**src/rtl/single_wire_humidity_sensor_reader_top_assert.svh**
```systemverilog
// Assertion macros shared by the sensor reader modules.
// Each macro expects signals named clk and rst in the using module.
`ifndef SINGLE_WIRE_HUMIDITY_SENSOR_READER_TOP_ASSERT_SVH
`define SINGLE_WIRE_HUMIDITY_SENSOR_READER_TOP_ASSERT_SVH

// Same-cycle implication.
`define SWHSR_ASSERT_IMP(label, ante, cons, msg) \
  label: assert property (@(posedge clk) disable iff (rst) (ante) |-> (cons)) \
    else $error(msg);

// Next-cycle implication.
`define SWHSR_ASSERT_NXT(label, ante, cons, msg) \
  label: assert property (@(posedge clk) disable iff (rst) (ante) |=> (cons)) \
    else $error(msg);

// Invariant that holds on every cycle out of reset.
`define SWHSR_ASSERT_ALW(label, cond, msg) \
  label: assert property (@(posedge clk) disable iff (rst) (cond)) \
    else $error(msg);

`endif

```
**src/rtl/swhsr_pkg.sv**
```systemverilog
package swhsr_pkg;

  localparam int unsigned CfgDataW = 16;
  localparam int unsigned CfgIdxW  = 2;

  localparam logic [CfgIdxW-1:0] CFG_START_LOW_TICKS = 2'd0;
  localparam logic [CfgIdxW-1:0] CFG_RELEASE_TICKS   = 2'd1;
  localparam logic [CfgIdxW-1:0] CFG_BIT_THRESHOLD   = 2'd2;
  localparam logic [CfgIdxW-1:0] CFG_TIMEOUT_TICKS   = 2'd3;

  localparam logic [15:0] START_LOW_RESET = 16'd20000;
  localparam logic [7:0]  RELEASE_RESET   = 8'd20;
  localparam logic [7:0]  THRESHOLD_RESET = 8'd40;
  localparam logic [7:0]  TIMEOUT_RESET   = 8'd255;

  localparam logic [5:0] NUM_BITS = 6'd40;

  localparam logic [1:0] STATUS_OK       = 2'd0;
  localparam logic [1:0] STATUS_TIMEOUT  = 2'd1;
  localparam logic [1:0] STATUS_CHECKSUM = 2'd2;

  typedef struct packed {
    logic [15:0] start_low_ticks;
    logic [7:0]  release_ticks;
    logic [7:0]  bit_threshold;
    logic [7:0]  timeout_ticks;
  } cfg_t;

  typedef struct packed {
    logic cmd;
    logic line_level;
  } in_item_t;

  typedef struct packed {
    logic       drive_low;
    logic       drive_enable;
    logic       done_res;
    logic [1:0] status;
    logic [7:0] humidity_whole;
    logic [7:0] humidity_frac;
    logic [7:0] temperature_whole;
    logic [7:0] temperature_frac;
  } out_item_t;

endpackage

```
**src/rtl/swhsr_cfg.sv**
```systemverilog
module swhsr_cfg (
  input  logic                           clk,
  input  logic                           rst,
  input  logic                           cfg_we,
  input  logic [swhsr_pkg::CfgIdxW-1:0]  cfg_index,
  input  logic [swhsr_pkg::CfgDataW-1:0] cfg_data,
  output swhsr_pkg::cfg_t                cfg
);

  always_ff @(posedge clk) begin
    if (rst) begin
      cfg.start_low_ticks <= swhsr_pkg::START_LOW_RESET;
      cfg.release_ticks   <= swhsr_pkg::RELEASE_RESET;
      cfg.bit_threshold   <= swhsr_pkg::THRESHOLD_RESET;
      cfg.timeout_ticks   <= swhsr_pkg::TIMEOUT_RESET;
    end else if (cfg_we) begin
      case (cfg_index)
        swhsr_pkg::CFG_START_LOW_TICKS: cfg.start_low_ticks <= cfg_data;
        swhsr_pkg::CFG_RELEASE_TICKS:   cfg.release_ticks   <= cfg_data[7:0];
        swhsr_pkg::CFG_BIT_THRESHOLD:   cfg.bit_threshold   <= cfg_data[7:0];
        swhsr_pkg::CFG_TIMEOUT_TICKS:   cfg.timeout_ticks   <= cfg_data[7:0];
        default: ;
      endcase
    end
  end

endmodule

```
**src/rtl/swhsr_core.sv**
```systemverilog
module swhsr_core (
  input  logic                 clk,
  input  logic                 rst,
  input  swhsr_pkg::cfg_t      cfg,
  input  logic                 fire,
  input  swhsr_pkg::in_item_t  in_item,
  output swhsr_pkg::out_item_t res
);

  `include "single_wire_humidity_sensor_reader_top_assert.svh"

  typedef enum logic [2:0] {
    PH_IDLE      = 3'd0,
    PH_START_LOW = 3'd1,
    PH_RELEASE   = 3'd2,
    PH_RESP_LOW  = 3'd3,
    PH_RESP_HIGH = 3'd4,
    PH_BIT_GAP   = 3'd5,
    PH_BIT_HIGH  = 3'd6
  } phase_t;

  phase_t      phase, phase_next;
  logic [15:0] tick_count, tick_count_next;
  logic [5:0]  bit_index, bit_index_next;
  logic [39:0] shift_data, shift_data_next;

  logic       timed;
  logic       finished;
  logic       bit_val;
  logic [7:0] sum;
  logic       show_bytes;
  logic [15:0] timeout_ext;

  assign timeout_ext = {8'd0, cfg.timeout_ticks};

  // checksum over the four data bytes of the updated shift word
  assign sum = shift_data_next[39:32] + shift_data_next[31:24]
             + shift_data_next[23:16] + shift_data_next[15:8];

  always_comb begin
    phase_next      = phase;
    tick_count_next = tick_count;
    bit_index_next  = bit_index;
    shift_data_next = shift_data;
    timed           = 1'b0;
    finished        = 1'b0;
    bit_val         = 1'b0;
    case (phase)
      PH_START_LOW: begin
        if (tick_count >= cfg.start_low_ticks) begin
          phase_next      = PH_RELEASE;
          tick_count_next = 16'd1;
        end else begin
          tick_count_next = tick_count + 16'd1;
        end
      end
      PH_RELEASE: begin
        if (tick_count >= {8'd0, cfg.release_ticks}) begin
          phase_next      = PH_RESP_LOW;
          tick_count_next = 16'd0;
        end else begin
          tick_count_next = tick_count + 16'd1;
        end
      end
      PH_RESP_LOW: begin
        if (!in_item.line_level) begin
          tick_count_next = tick_count + 16'd1;
        end else begin
          phase_next      = PH_RESP_HIGH;
          tick_count_next = 16'd1;
        end
        timed = tick_count_next >= timeout_ext;
      end
      PH_RESP_HIGH: begin
        if (in_item.line_level) begin
          tick_count_next = tick_count + 16'd1;
        end else begin
          phase_next      = PH_BIT_GAP;
          tick_count_next = 16'd1;
        end
        timed = tick_count_next >= timeout_ext;
      end
      PH_BIT_GAP: begin
        if (!in_item.line_level) begin
          tick_count_next = tick_count + 16'd1;
        end else begin
          phase_next      = PH_BIT_HIGH;
          tick_count_next = 16'd1;
        end
        timed = tick_count_next >= timeout_ext;
      end
      PH_BIT_HIGH: begin
        if (in_item.line_level) begin
          tick_count_next = tick_count + 16'd1;
          timed           = tick_count_next >= timeout_ext;
        end else begin
          // falling edge: decide the bit from the pulse length
          bit_val         = tick_count > {8'd0, cfg.bit_threshold};
          shift_data_next = {shift_data[38:0], bit_val};
          bit_index_next  = bit_index + 6'd1;
          if (bit_index_next >= swhsr_pkg::NUM_BITS) begin
            finished = 1'b1;
          end else begin
            phase_next      = PH_BIT_GAP;
            tick_count_next = 16'd1;
            timed           = tick_count_next >= timeout_ext;
          end
        end
      end
      default: begin
        phase_next = PH_IDLE;
        if (in_item.cmd) begin
          phase_next      = PH_START_LOW;
          tick_count_next = 16'd1;
          bit_index_next  = 6'd0;
          shift_data_next = 40'd0;
        end
      end
    endcase

    res          = '0;
    if (timed || finished) begin
      phase_next      = PH_IDLE;
      tick_count_next = 16'd0;
      res.done_res    = 1'b1;
      if (timed) begin
        res.status = swhsr_pkg::STATUS_TIMEOUT;
      end else if (sum == shift_data_next[7:0]) begin
        res.status = swhsr_pkg::STATUS_OK;
      end else begin
        res.status = swhsr_pkg::STATUS_CHECKSUM;
      end
    end
    show_bytes = finished && !timed;
    if (show_bytes) begin
      res.humidity_whole    = shift_data_next[39:32];
      res.humidity_frac     = shift_data_next[31:24];
      res.temperature_whole = shift_data_next[23:16];
      res.temperature_frac  = shift_data_next[15:8];
    end
    res.drive_low    = (phase_next == PH_START_LOW);
    res.drive_enable = (phase_next == PH_START_LOW) || (phase_next == PH_RELEASE);
  end

  always_ff @(posedge clk) begin
    if (rst) begin
      phase      <= PH_IDLE;
      tick_count <= 16'd0;
      bit_index  <= 6'd0;
      shift_data <= 40'd0;
    end else if (fire) begin
      phase      <= phase_next;
      tick_count <= tick_count_next;
      bit_index  <= bit_index_next;
      shift_data <= shift_data_next;
    end
  end

  `SWHSR_ASSERT_ALW(a_idle_count_clear, (phase != PH_IDLE) || (tick_count == 16'd0),
    "idle phase with nonzero tick count")
  `SWHSR_ASSERT_ALW(a_bit_index_range, bit_index <= swhsr_pkg::NUM_BITS,
    "bit index beyond frame length")
  `SWHSR_ASSERT_IMP(a_data_done_full_frame,
    res.done_res && (res.status != swhsr_pkg::STATUS_TIMEOUT),
    (phase == PH_BIT_HIGH) && (bit_index_next == swhsr_pkg::NUM_BITS),
    "data result without a full frame")

endmodule

```
**src/rtl/swhsr_skid.sv**
```systemverilog
module swhsr_skid (
  input  logic                 clk,
  input  logic                 rst,
  input  logic                 in_valid,
  output logic                 in_stall,
  input  swhsr_pkg::out_item_t res,
  output logic                 out_valid,
  input  logic                 out_stall,
  output swhsr_pkg::out_item_t out_item
);

  `include "single_wire_humidity_sensor_reader_top_assert.svh"

  logic                 skid_valid;
  swhsr_pkg::out_item_t skid_item;
  logic                 in_fire;

  assign in_stall = skid_valid;
  assign in_fire  = in_valid && !skid_valid;

  always_ff @(posedge clk) begin
    if (rst) begin
      out_valid  <= 1'b0;
      skid_valid <= 1'b0;
    end else if (!out_valid || !out_stall) begin
      // output slot frees up: skid first, else the fresh result
      if (skid_valid) begin
        out_valid  <= 1'b1;
        skid_valid <= 1'b0;
      end else begin
        out_valid <= in_fire;
      end
    end else if (in_fire) begin
      skid_valid <= 1'b1;
    end
  end

  always_ff @(posedge clk) begin
    if (!out_valid || !out_stall) begin
      if (skid_valid) begin
        out_item <= skid_item;
      end else if (in_fire) begin
        out_item <= res;
      end
    end else if (in_fire) begin
      skid_item <= res;
    end
  end

  `SWHSR_ASSERT_ALW(a_skid_implies_out, !skid_valid || out_valid,
    "skid holds an item while the output register is empty")

endmodule

```
**src/rtl/single_wire_humidity_sensor_reader_top.sv**
```systemverilog
// Single-wire humidity/temperature sensor reader.
// Input channel (in_valid/in_stall/in_item): one item per timer tick, holding
//   the start command and the sampled data-wire level. Every item gives
//   exactly one result item.
// Output channel (out_valid/out_stall/out_item): wire drive controls for the
//   following tick, plus done_res, status and the four data bytes on the
//   tick a reading completes.
// Config port (cfg_we/cfg_index/cfg_data): single-cycle register writes, the user
//   writes only while no reading is in flight; the block does not enforce it.
// Each accepted item's result is registered (result register or skid).
// Throughput: 1 item per cycle while in_stall is low; the phase/count/shift
//   update is a single pass of logic between state and result registers.
// Reset: phase idle, counters and shift word cleared, output and skid empty,
//   registers back to their defaults.
// Receiver stall: the result register holds; one further item is caught in
//   the skid stage, after which in_stall rises until the output drains.
module single_wire_humidity_sensor_reader_top (
  input  logic                           clk,
  input  logic                           rst,
  input  logic                           in_valid,
  output logic                           in_stall,
  input  swhsr_pkg::in_item_t            in_item,
  output logic                           out_valid,
  input  logic                           out_stall,
  output swhsr_pkg::out_item_t           out_item,
  input  logic                           cfg_we,
  input  logic [swhsr_pkg::CfgIdxW-1:0]  cfg_index,
  input  logic [swhsr_pkg::CfgDataW-1:0] cfg_data
);

  swhsr_pkg::cfg_t      cfg;
  swhsr_pkg::out_item_t res;
  logic                 fire;

  // item taken whenever the skid stage is empty
  assign fire = in_valid && !in_stall;

  swhsr_cfg u_cfg (
    .clk       (clk),
    .rst       (rst),
    .cfg_we    (cfg_we),
    .cfg_index (cfg_index),
    .cfg_data  (cfg_data),
    .cfg       (cfg)
  );

  // protocol state machine: phase, tick counter, bit index, shift word
  swhsr_core u_core (
    .clk     (clk),
    .rst     (rst),
    .cfg     (cfg),
    .fire    (fire),
    .in_item (in_item),
    .res     (res)
  );

  // result register with one-deep skid
  swhsr_skid u_skid (
    .clk       (clk),
    .rst       (rst),
    .in_valid  (in_valid),
    .in_stall  (in_stall),
    .res       (res),
    .out_valid (out_valid),
    .out_stall (out_stall),
    .out_item  (out_item)
  );

endmodule
```
**config.mk**
```make
export PLATFORM = sky130hd
export DESIGN_NAME = single_wire_humidity_sensor_reader_top
export DESIGN_NICKNAME = d
export VERILOG_FILES = /design/src/rtl/swhsr_pkg.sv /design/src/rtl/swhsr_cfg.sv /design/src/rtl/swhsr_core.sv /design/src/rtl/swhsr_skid.sv /design/src/rtl/single_wire_humidity_sensor_reader_top.sv
export VERILOG_INCLUDE_DIRS = /design/src /design/src/rtl
export SDC_FILE = /design/constraint.sdc
export NUM_CORES = 1
export LEC_CHECK = 0
export ABC_CLOCK_PERIOD_IN_PS = 13400
export BUFFER_PORTS_ARGS = -buffer_cell sky130_fd_sc_hd__clkbuf_2
export CAP_MARGIN = 20
export CORE_ASPECT_RATIO = 1.75
export CORE_UTILIZATION = 34
export DETAILED_ROUTE_END_ITERATION = 10
export SLEW_MARGIN = 20
export SYNTH_ARGS = -nofsm -noshare
export SYNTH_HDL_FRONTEND = slang
export SYNTH_SLANG_ARGS = --single-unit
```
**constraint.sdc**
```tcl
create_clock -name clk -period 13.4 [get_ports clk]
set_input_delay 2.68 -clock clk [delete_from_list [all_inputs] [get_ports clk]]
set_output_delay 2.68 -clock clk [all_outputs]
set_load 0.02 [all_outputs]
```
Yosys cells after proc, flatten, opt, wreduce, memory -nomap -nowiden. Index checks and enable logic that the tools add are counted.

Add/subtract/negate cells: 5. Magnitude comparators: 9. Equal/unequal tests: 14. Mux-type cells: 41. Bitwise operators: 2. Reduce and logical (&&, ||, !) cells: 23.

Operators with widths (number): 16-bit two-way mux (11); 16-bit one-hot mux with 6 select lines (1); 16-bit by 8-bit greater-or-equal comparator with 1-bit output (5); 40-bit two-way mux (2); 40-bit one-hot mux with 2 select lines (1); 37-bit two-way mux (2); 32-bit two-way mux (1); 3-bit two-way mux (9); 8-bit adder (3); 3-bit one-hot mux with 6 select lines (1); 16-bit by 1-bit adder with 16-bit output, second input constant (1); 16-bit greater-or-equal comparator (1); 16-bit by 8-bit > comparator with 1-bit output (1); 6-bit two-way mux (2); 6-bit one-hot mux with 2 select lines (1); 2-bit AND reduction (6); 3-bit by 2-bit equality test with 1-bit output, second input constant (3); 3-bit equality test, second input constant (3); 8-bit equality test (1); 1-bit by 8-bit greater-or-equal comparator with 1-bit output, first input constant (1); 8-bit nonzero test (1); 1-bit two-way mux (7); 6-bit by 1-bit adder with 6-bit output, second input constant (1); 3-bit by 1-bit equality test with 1-bit output, second input constant (2); 17 further kinds (27).

Bits in registers: 181. Input bits: 25. Output and inout bits: 39. Logic and storage cells: 120.

Logic depth before layout (Yosys ltp). Gate-level depths: netlist of run 1.

Word-level depth: 12. Depth in mapped cells: 20. Mapped depth without buffers: 18.

Modules after synthesis. A second synthesis of run 1 with hierarchy kept.

Cells, all modules: 1069. Area total of the unflattened synthesis: 10363.7 um2.

By module, submodules not included: swhsr_core (times used 1, cells an instance 785, area each 5926.9 um2, sequential area each 1301.2 um2); swhsr_skid (times used 1, cells an instance 123, area each 2782.7 um2, sequential area each 2262.2 um2); swhsr_cfg (times used 1, cells an instance 160, area each 1640.3 um2, sequential area each 800.8 um2); single_wire_humidity_sensor_reader_top (times used 1, cells an instance 1, area each 13.8 um2, sequential area each 0.0 um2).

Worst setup path after synthesis of run 1. OpenSTA, ideal clock, no wires.

Path kind: in2reg. Start point: input port in_item[0] (netlist name). End point: register, netlist name u_skid.out_item[33]. Library setup time: 278 ps. Data arrival time: 6943 ps. Data required time: 13122 ps. Path slack: 6179 ps. Cell stages on the path: 18. Path buffers: 4. Cell sequence: clkbuf_1 > nor4bb_1 > clkbuf_1 > clkbuf_1 > buf_1 > a22oi_1 > fa_1 > inv_1 > fa_1 > ha_1 > o21a_1 > o31a_1 > a21oi_1 > xnor2_1 > nor4_1 > a21oi_1 > nor3_1 > a31oi_1.

Longest elaborated chain between the ends: 11. Elaborated cells on any way between the ends: 24. Those cells by class: add/sub: 3; order compare: 3; eq/ne: 1; mux: 16; reduce/logical: 1.

RTL lines: start, declared (RTL line single_wire_humidity_sensor_reader_top.sv:22) `input swhsr_pkg::in_item_t in_item,`; 40-bit two-way mux (RTL line swhsr_core.sv:93) `if (in_item.line_level) begin`; 40-bit one-hot mux with 2 select lines (RTL line swhsr_core.sv:48) `case (phase)`; 8-bit adder (RTL line swhsr_core.sv:37) `assign sum = shift_data_next[39:32] + shift_data_next[31:24]`; 8-bit adder (2 in a row) (RTL line swhsr_core.sv:38) `+ shift_data_next[23:16] + shift_data_next[15:8];`; 8-bit equality test (RTL line swhsr_core.sv:128) `end else if (sum == shift_data_next[7:0]) begin`; 2-bit two-way mux (RTL line swhsr_core.sv:128); 2-bit two-way mux (RTL line swhsr_core.sv:126) `if (timed) begin`; 3-bit two-way mux (*) (RTL line swhsr_core.sv:122) `if (timed || finished) begin`; 37-bit two-way mux (*) (RTL line swhsr_skid.sv:42) `end else if (in_fire) begin`; 37-bit two-way mux (*) (RTL line swhsr_skid.sv:40) `if (skid_valid) begin`.

Mark *: on every way between the ends. The rest lies on a longest branch, timed or not. The select of a mux whose other input is x is not followed. A chain may end at the register's enable or synchronous reset.

Worst setup path in the final report of run 1.
Start point: input port in_item[0] (netlist name). End point: register, netlist name u_skid.out_item[33].

Longest elaborated chain between the ends: 11. Elaborated cells on any way between the ends: 24. Those cells by class: add/sub: 3; order compare: 3; eq/ne: 1; mux: 16; reduce/logical: 1.

RTL lines (RTL line): 40-bit two-way mux (swhsr_core.sv:93); 40-bit one-hot mux with 2 select lines (swhsr_core.sv:48); 8-bit adder (swhsr_core.sv:37); 8-bit adder (2 in a row) (swhsr_core.sv:38); 8-bit equality test (swhsr_core.sv:128); 2-bit two-way mux (swhsr_core.sv:128); 2-bit two-way mux (swhsr_core.sv:126); 3-bit two-way mux (*) (swhsr_core.sv:122); 37-bit two-way mux (*) (swhsr_skid.sv:42); 37-bit two-way mux (*) (swhsr_skid.sv:40).

Marked as above.

==> results of run 1 <==
path summary, 6_finish.rpt:
path	start	end	slack [ns]	cells after the start
max reg2reg	u_core.phase[0]	u_skid.out_item[33]	7.85	19
min	u_cfg.cfg[30]	u_cfg.cfg[30]	0.46	2
max	in_item[0]	u_skid.out_item[33]	6.20	20
min reg2reg	u_cfg.cfg[30]	u_cfg.cfg[30]	0.46	2
metal layers:
metal / GRT usage / routed length [um]
met4: 0.0894 / 804
met1: 0.188 / 10200
met5: 0 / 0
met2: 0.328 / 13800
met3: 0.0210 / 569
sequential cells by signal, indices dropped and copies added, names as in the netlist:
name / cells
u_cfg.cfg: 40
u_core.bit_index: 6
u_core.phase: 3
u_core.shift_data: 40
u_core.tick_count: 16
u_skid.in_stall: 1
u_skid.out_item: 37
u_skid.out_valid: 1
u_skid.skid_item: 37
layout make-up:
| type | count | area [um^2] | area share |
|---|---|---|---|
| flip-flops and latches | 181 | 4370 | 0.384 |
| multi-input cells | 791 | 5220 | 0.459 |
| clock inverters | 14 | 196 | 0.0173 |
| clock buffers | 18 | 429 | 0.0377 |
| repair buffers | 73 | 410 | 0.0361 |
| inverters | 74 | 278 | 0.0244 |
| well taps | 378 | 473 | 0.0416 |
synth_stat cells (21+ instances only):
master | count | area share
a211oi_1 | 29 | 0.022
a21oi_1 | 60 | 0.030
edfxtp_1 | 74 | 0.22
xnor2_1 | 21 | 0.018
inv_1 | 74 | 0.028
nor2_1 | 133 | 0.050
o21ai_0 | 27 | 0.013
clkbuf_1 | 52 | 0.019
ha_1 | 66 | 0.082
dfxtp_1 | 107 | 0.21
o31ai_1 | 33 | 0.025
nand2_1 | 149 | 0.056
a22oi_1 | 38 | 0.028
metrics by stage:
step	instances	total power, mW	hold slack, ns	utilization	setup slack, ns
3_5_place_dp	1496	0.735	0.447	0.372	5.70
4_1_cts	1528	1.28	0.457	0.393	6.20
5_1_grt	1529	1.32	0.476	0.394	5.67
2_1_floorplan	1108	0.697	0.436	-	6.18
3_3_place_gp	1496	0.733	0.445	0.372	5.75
6_report	1529	1.27	0.456	0.394	6.20
critical path, stage by stage:
cell      delay [ns]
clkbuf_2        0.26
nor4bb_4        0.31
buf_4           0.44
nor2_1          0.09
buf_4           0.24
a22oi_1         0.37
fa_1            0.52
fa_1            0.47
inv_1           0.07
ha_1            0.16
inv_1           0.05
fa_1            0.39
nor2b_1         0.18
o21ai_0         0.09
a21oi_1         0.26
xnor2_1         0.11
nor4_1          0.23
a21oi_1         0.06
nor3_1          0.26
a31oi_1         0.12
power by group:
part           total [mW]  switching (mW)  internal (mW)
clock network       0.549           0.234          0.315
logic               0.119          0.0784         0.0401
registers           0.604          0.0120          0.592
total                1.27           0.324          0.947
kinds of logic after synthesis:
logic type,synth area share
adders and majority gates,0.111
DFF,0.434
AOI/OAI and AO/OA,0.178
xor gates and xnor gates,0.0244
buffers and inverters,0.0523
and+or+nand+nor,0.182
muxes,0.0178
==> impl_metrics.ini, run 1 <==
[layout]
fill_cells = 2939
final_common_cell = nand2_1
fin_nets = 1243
drive_gt1_frac = 0.113
design_area_mm2 = 0.0114
syn2layout_area_growth_pct = 13.1
n_antenna_cell = 0
layout_common_cells = 149 x nand2_1, 132 x nor2_1, 106 x dfxtp_1

[synthesis]
syn_area_per_cell_um2 = 9.07
synth_seq_cells = 181
syn_inst = 1108
ys_seq_area_frac = 0.434
synthesis.area_mm2 = 0.0101
synth_edf_count = 74
synth_ff_type = dfxtp_1
synth_cell_types = 69
synthArstFlopShare = 0
syn-num-nets = 1213
yosysWarnings = 0

[grt]
grt.total_usage = 0.174
grt_overflow_total = 0
grt_pass1_wl_mm = 41.4
grt_max_degree = 91
antenna_found_initial = 0
grt_pass1_vias = 7903

[sta]
max_freq_ghz = 0.139
layout_min_cycle_time_ns = 7.20
post-route-period-util = 0.537
final-max-slew-violation-count = 0
slew_headroom = 0.277
worst_pin_slew_ns = 1.08
rsz0062_at_grt = false
setup_tns_ns = 0
finalHoldViolCount = 0
fin_skew_ns = 0.00888
setup_violations = 0

[drt]
wl_per_cell_um = 16.6
finalWirelength_mm = 25.4
route.vias.total = 8061
ant_nets = 0
drtIter0Drc = 428
dr.pass1.iters = 5
avgViaCountPerCell = 5.27
drc = 0

[clock_network]
cts_resized = 0
h-tree-depth = 4
cts_tree = done
cts_root_buf = clkbuf_16
postCtsSetupRepairBufs = 0
insertion_delay_ns = 0.46
hold_buffers = 0
cts_buffer_depth = 2
cts_buffers = 17
clkTransAtPathRegs_ns = 0.07
cts.sinks = 181

[die]
die_area_mm2 = 0.0303
die_w_um = 132
num_io_pins = 64
placementRows = 82
core_area_mm2 = 0.0288
die_y_um = 229
initial_core_util = 0.349

[job]
drv_cap = 0

[place]
place_area_mm2 = 0.0107
routabilityCongestion = 0.872
hpwl_mm = 18.2
port_buffers = 63

[min_path]
hold_class = reg2reg

[setup_path]
arrival_ns = 7.39
startpoint_type = primary input
endpoint_kind = flop
worst_ep_required_time_ns = 13.59
critPathKind = in2reg
crit_path_max_fanout = 41

[power]
peakVddDrop_mv = 0.0945
leakage_nw = 4.49
power_density_mw_per_mm2 = 112

[outcome]
outcome = finished clean
(Power assumes the default switching activity.)
==> run 2: changes to the inputs <==
--- a/config.mk
+++ b/config.mk
@@ -6,7 +6,8 @@
 export SDC_FILE = /design/constraint.sdc
 export NUM_CORES = 1
 export LEC_CHECK = 0
-export ABC_CLOCK_PERIOD_IN_PS = 13400
+export ABC_AREA = 1
+export ABC_CLOCK_PERIOD_IN_PS = 7250
 export BUFFER_PORTS_ARGS = -buffer_cell sky130_fd_sc_hd__clkbuf_2
 export CAP_MARGIN = 20
 export CORE_ASPECT_RATIO = 1.75
==> constraint.sdc (replaced) <==
create_clock -name clk -period 7.25 [get_ports clk]
set_input_delay 1.45 -clock clk [delete_from_list [all_inputs] [get_ports clk]]
set_output_delay 1.45 -clock clk [all_outputs]
set_load 0.02 [all_outputs]
==> run 2 against run 1 <==
Effect of this change: via count up 4.9%; die area grew 2.0%; non-clock buffer count down 2; largest power group unchanged; register-to-register slack got worse by 5.7 ns; clock skew grew 0.0024 ns; highest routed layer unchanged.
==> impl_metrics.ini, run 2 <==
[outcome]
outcome = finished clean

[clock_network]
cts_tree = done
insertion_delay_ns = 0.44
hold_buffers = 0
cts_root_buf = clkbuf_16
h-tree-depth = 4
cts_resized = 0
clkTransAtPathRegs_ns = 0.07
cts_buffer_depth = 2
cts.sinks = 181
postCtsSetupRepairBufs = 0
cts_buffers = 17

[sta]
worst_pin_slew_ns = 0.772
setup_ws_ns = 1.72
fin_skew_ns = 0.0113
post-route-period-util = 0.763
hold_ws_ns = 0.461
slew_headroom = 0.483
max_freq_ghz = 0.181
layout_min_cycle_time_ns = 5.53
final-max-slew-violation-count = 0
setup_violations = 0
finalHoldViolCount = 0
setup_tns_ns = 0
rsz0062_at_grt = false

[die]
die_w_um = 133
core_area_mm2 = 0.0295
placementRows = 83
num_io_pins = 64
die_area_mm2 = 0.0309
die_y_um = 232
initial_core_util = 0.348

[grt]
antenna_found_initial = 1
grt_use_met3 = 0.0212
grt_pass1_wl_mm = 42.2
busiest_layer = met2
grt.total_usage = 0.175
grt_max_degree = 64
grt_pass1_vias = 8255
grt_overflow_total = 0
use_met2 = 0.341
use_met1 = 0.182

[power]
internal_power_mw = 1.74
power_frac_seq = 0.461
fin_total_pwr_mw = 2.49
p_sw_mw = 0.752
peakVddDrop_mv = 0.161
leakage_nw = 5.20
power_density_mw_per_mm2 = 217
p_clk_frac = 0.362
comb_power_share = 0.177
swShare = 0.302

[setup_path]
rr_endpoint = u_skid.skid_item[33]
reg2reg_from = u_core.phase[2]
ff2ff_path_depth = 24
max_stage_delay_ns = 0.50
critPathKind = in2reg
worst_ep_required_time_ns = 7.46
arrival_ns = 5.74
startpoint_type = primary input
endpoint_kind = flop
rrSetupSlack_ns = 2.16
path_cells = clkbuf_2 > nand2_1 > nand3_2 > inv_2 > o22ai_1 > inv_1 > fa_1 > fa_1 > inv_1 > ha_1 > inv_1 > fa_1 > o21ai_0 > nand2_1 > nand2_1 > a21oi_1 > xor2_2 > xor2_1 > nand2_1 > nand3_1 > nand4_1 > and2_1
cpMostUsedCell = nand2_1
slowest_stage = inv_2
critical_path.top_delay_family = adder cells
crit_path_max_fanout = 30
critPathLaunch = in_item[0]
cp_num_buf_inv = 5

[drt]
drtIter0Drc = 541
dr.pass1.iters = 5
route.vias.total = 8459
finalWirelength_mm = 26.1
ant_nets = 0
drc = 0
avgViaCountPerCell = 4.91
wl_per_cell_um = 15.2

[place]
routabilityCongestion = 0.901
place_ws_ns = 1.26
hpwl_mm = 19.8
port_buffers = 63
place_area_mm2 = 0.0109

[synthesis]
synthTopCellsByCount = 237 x nand2_1, 199 x inv_1, 117 x nor2_1
synth_seq_cells = 181
synth_cell_types = 51
synthesis.area_mm2 = 0.0103
yosysWarnings = 0
yosysMostFrequentCell = nand2_1
syn_area_per_cell_um2 = 7.97
syn-num-nets = 1391
ys_seq_area_frac = 0.426
syn_inst = 1286
synthTopCellsByArea = edfxtp_1 22%, dfxtp_1 21%, nand2_1 8.7%
synthArstFlopShare = 0
netlist.area_leader.share = 0.217
synth_ff_type = dfxtp_1
synth_top_area_cell = edfxtp_1
synth_edf_count = 74

[layout]
design_area_mm2 = 0.0115
reg_top3 = u_cfg.cfg x40, u_core.shift_data x40
final_common_cell = nand2_1
layout_common_cells = 236 x nand2_1, 198 x inv_1, 116 x nor2_1
syn2layout_area_growth_pct = 12.1
fin_nets = 1432
drive_gt1_frac = 0.108

[min_path]
holdPathEnd = u_cfg.cfg[26]
holdCritStartpoint = u_cfg.cfg[26]
hold_class = reg2reg
hold_depth = 2

[job]
drv_cap = 0
## run 2: changes by cell type after synthesis, moves of 29 or more
cell,before,now
a21oi_1,60,114
inv_1,74,199
nand2_1,149,237
nand3_1,19,48
o21ai_0,27,92
o31ai_1,33,0
## run 2: cells by family after synthesis
family | share of synthesized area
AND/OR/NAND/NOR | 0.191
AO/OA/AOI/OAI | 0.161
buffers and inverters | 0.0967
flip-flops | 0.426
adder cells (fa/ha/maj) | 0.108
XOR/XNOR | 0.0178
## run 2: cell type report
type                    count  area [um^2]
well taps                 382          478
inverters                 210          788
diodes                      1         2.50
repair buffers             71          388
fillers                  3095        18000
flip-flops and latches    181         4360
multi-input cells         846         4920
clock inverters            14          125
clock buffers              18          429
## run 2: metal layers
layer | share of wire | wire length (um) | vias up
met5 | 0 | 0 | -
met4 | 0.039 | 1030 | 0
met3 | 0.023 | 596 | 49
met2 | 0.55 | 14500 | 153
met1 | 0.38 | 10000 | 3918
li1 | - | - | 4339
## run 2: power by group through the flow
stage,Combinational (mW),Sequential [mW],Clock (mW)
after global placement,0.433,1.17,0
after CTS,0.443,1.15,0.923
after floorplan,0.310,1.18,0
after detailed placement,0.440,1.17,0
after global routing,0.503,1.16,0.964
final,0.441,1.15,0.902
## run 2: tightest hold or removal path: stages (launching register included)
cell and delay (ns):
dfxtp_1 0.30, inv_1 0.06, a21oi_1 0.06
## run 2: worst max path at each step
stage	end	slack, ns	depth (start not counted)
3_5_place_dp	u_skid.skid_item[33]	1.26	22
6_report	u_skid.skid_item[33]	1.72	22
4_1_cts	u_skid.out_item[33]	1.73	23
5_1_grt	u_skid.out_item[33]	1.33	23
3_3_place_gp	u_skid.skid_item[33]	1.31	22
2_1_floorplan	u_skid.skid_item[33]	1.70	23
## run 2: metrics by stage
| step | cells | util |
|---|---|---|
| finish | 1723 | 0.390 |
| detailed placement | 1689 | 0.370 |
| floorplan | 1286 | - |
| global route | 1723 | 0.390 |
| CTS | 1721 | 0.389 |
| global placement | 1689 | 0.370 |
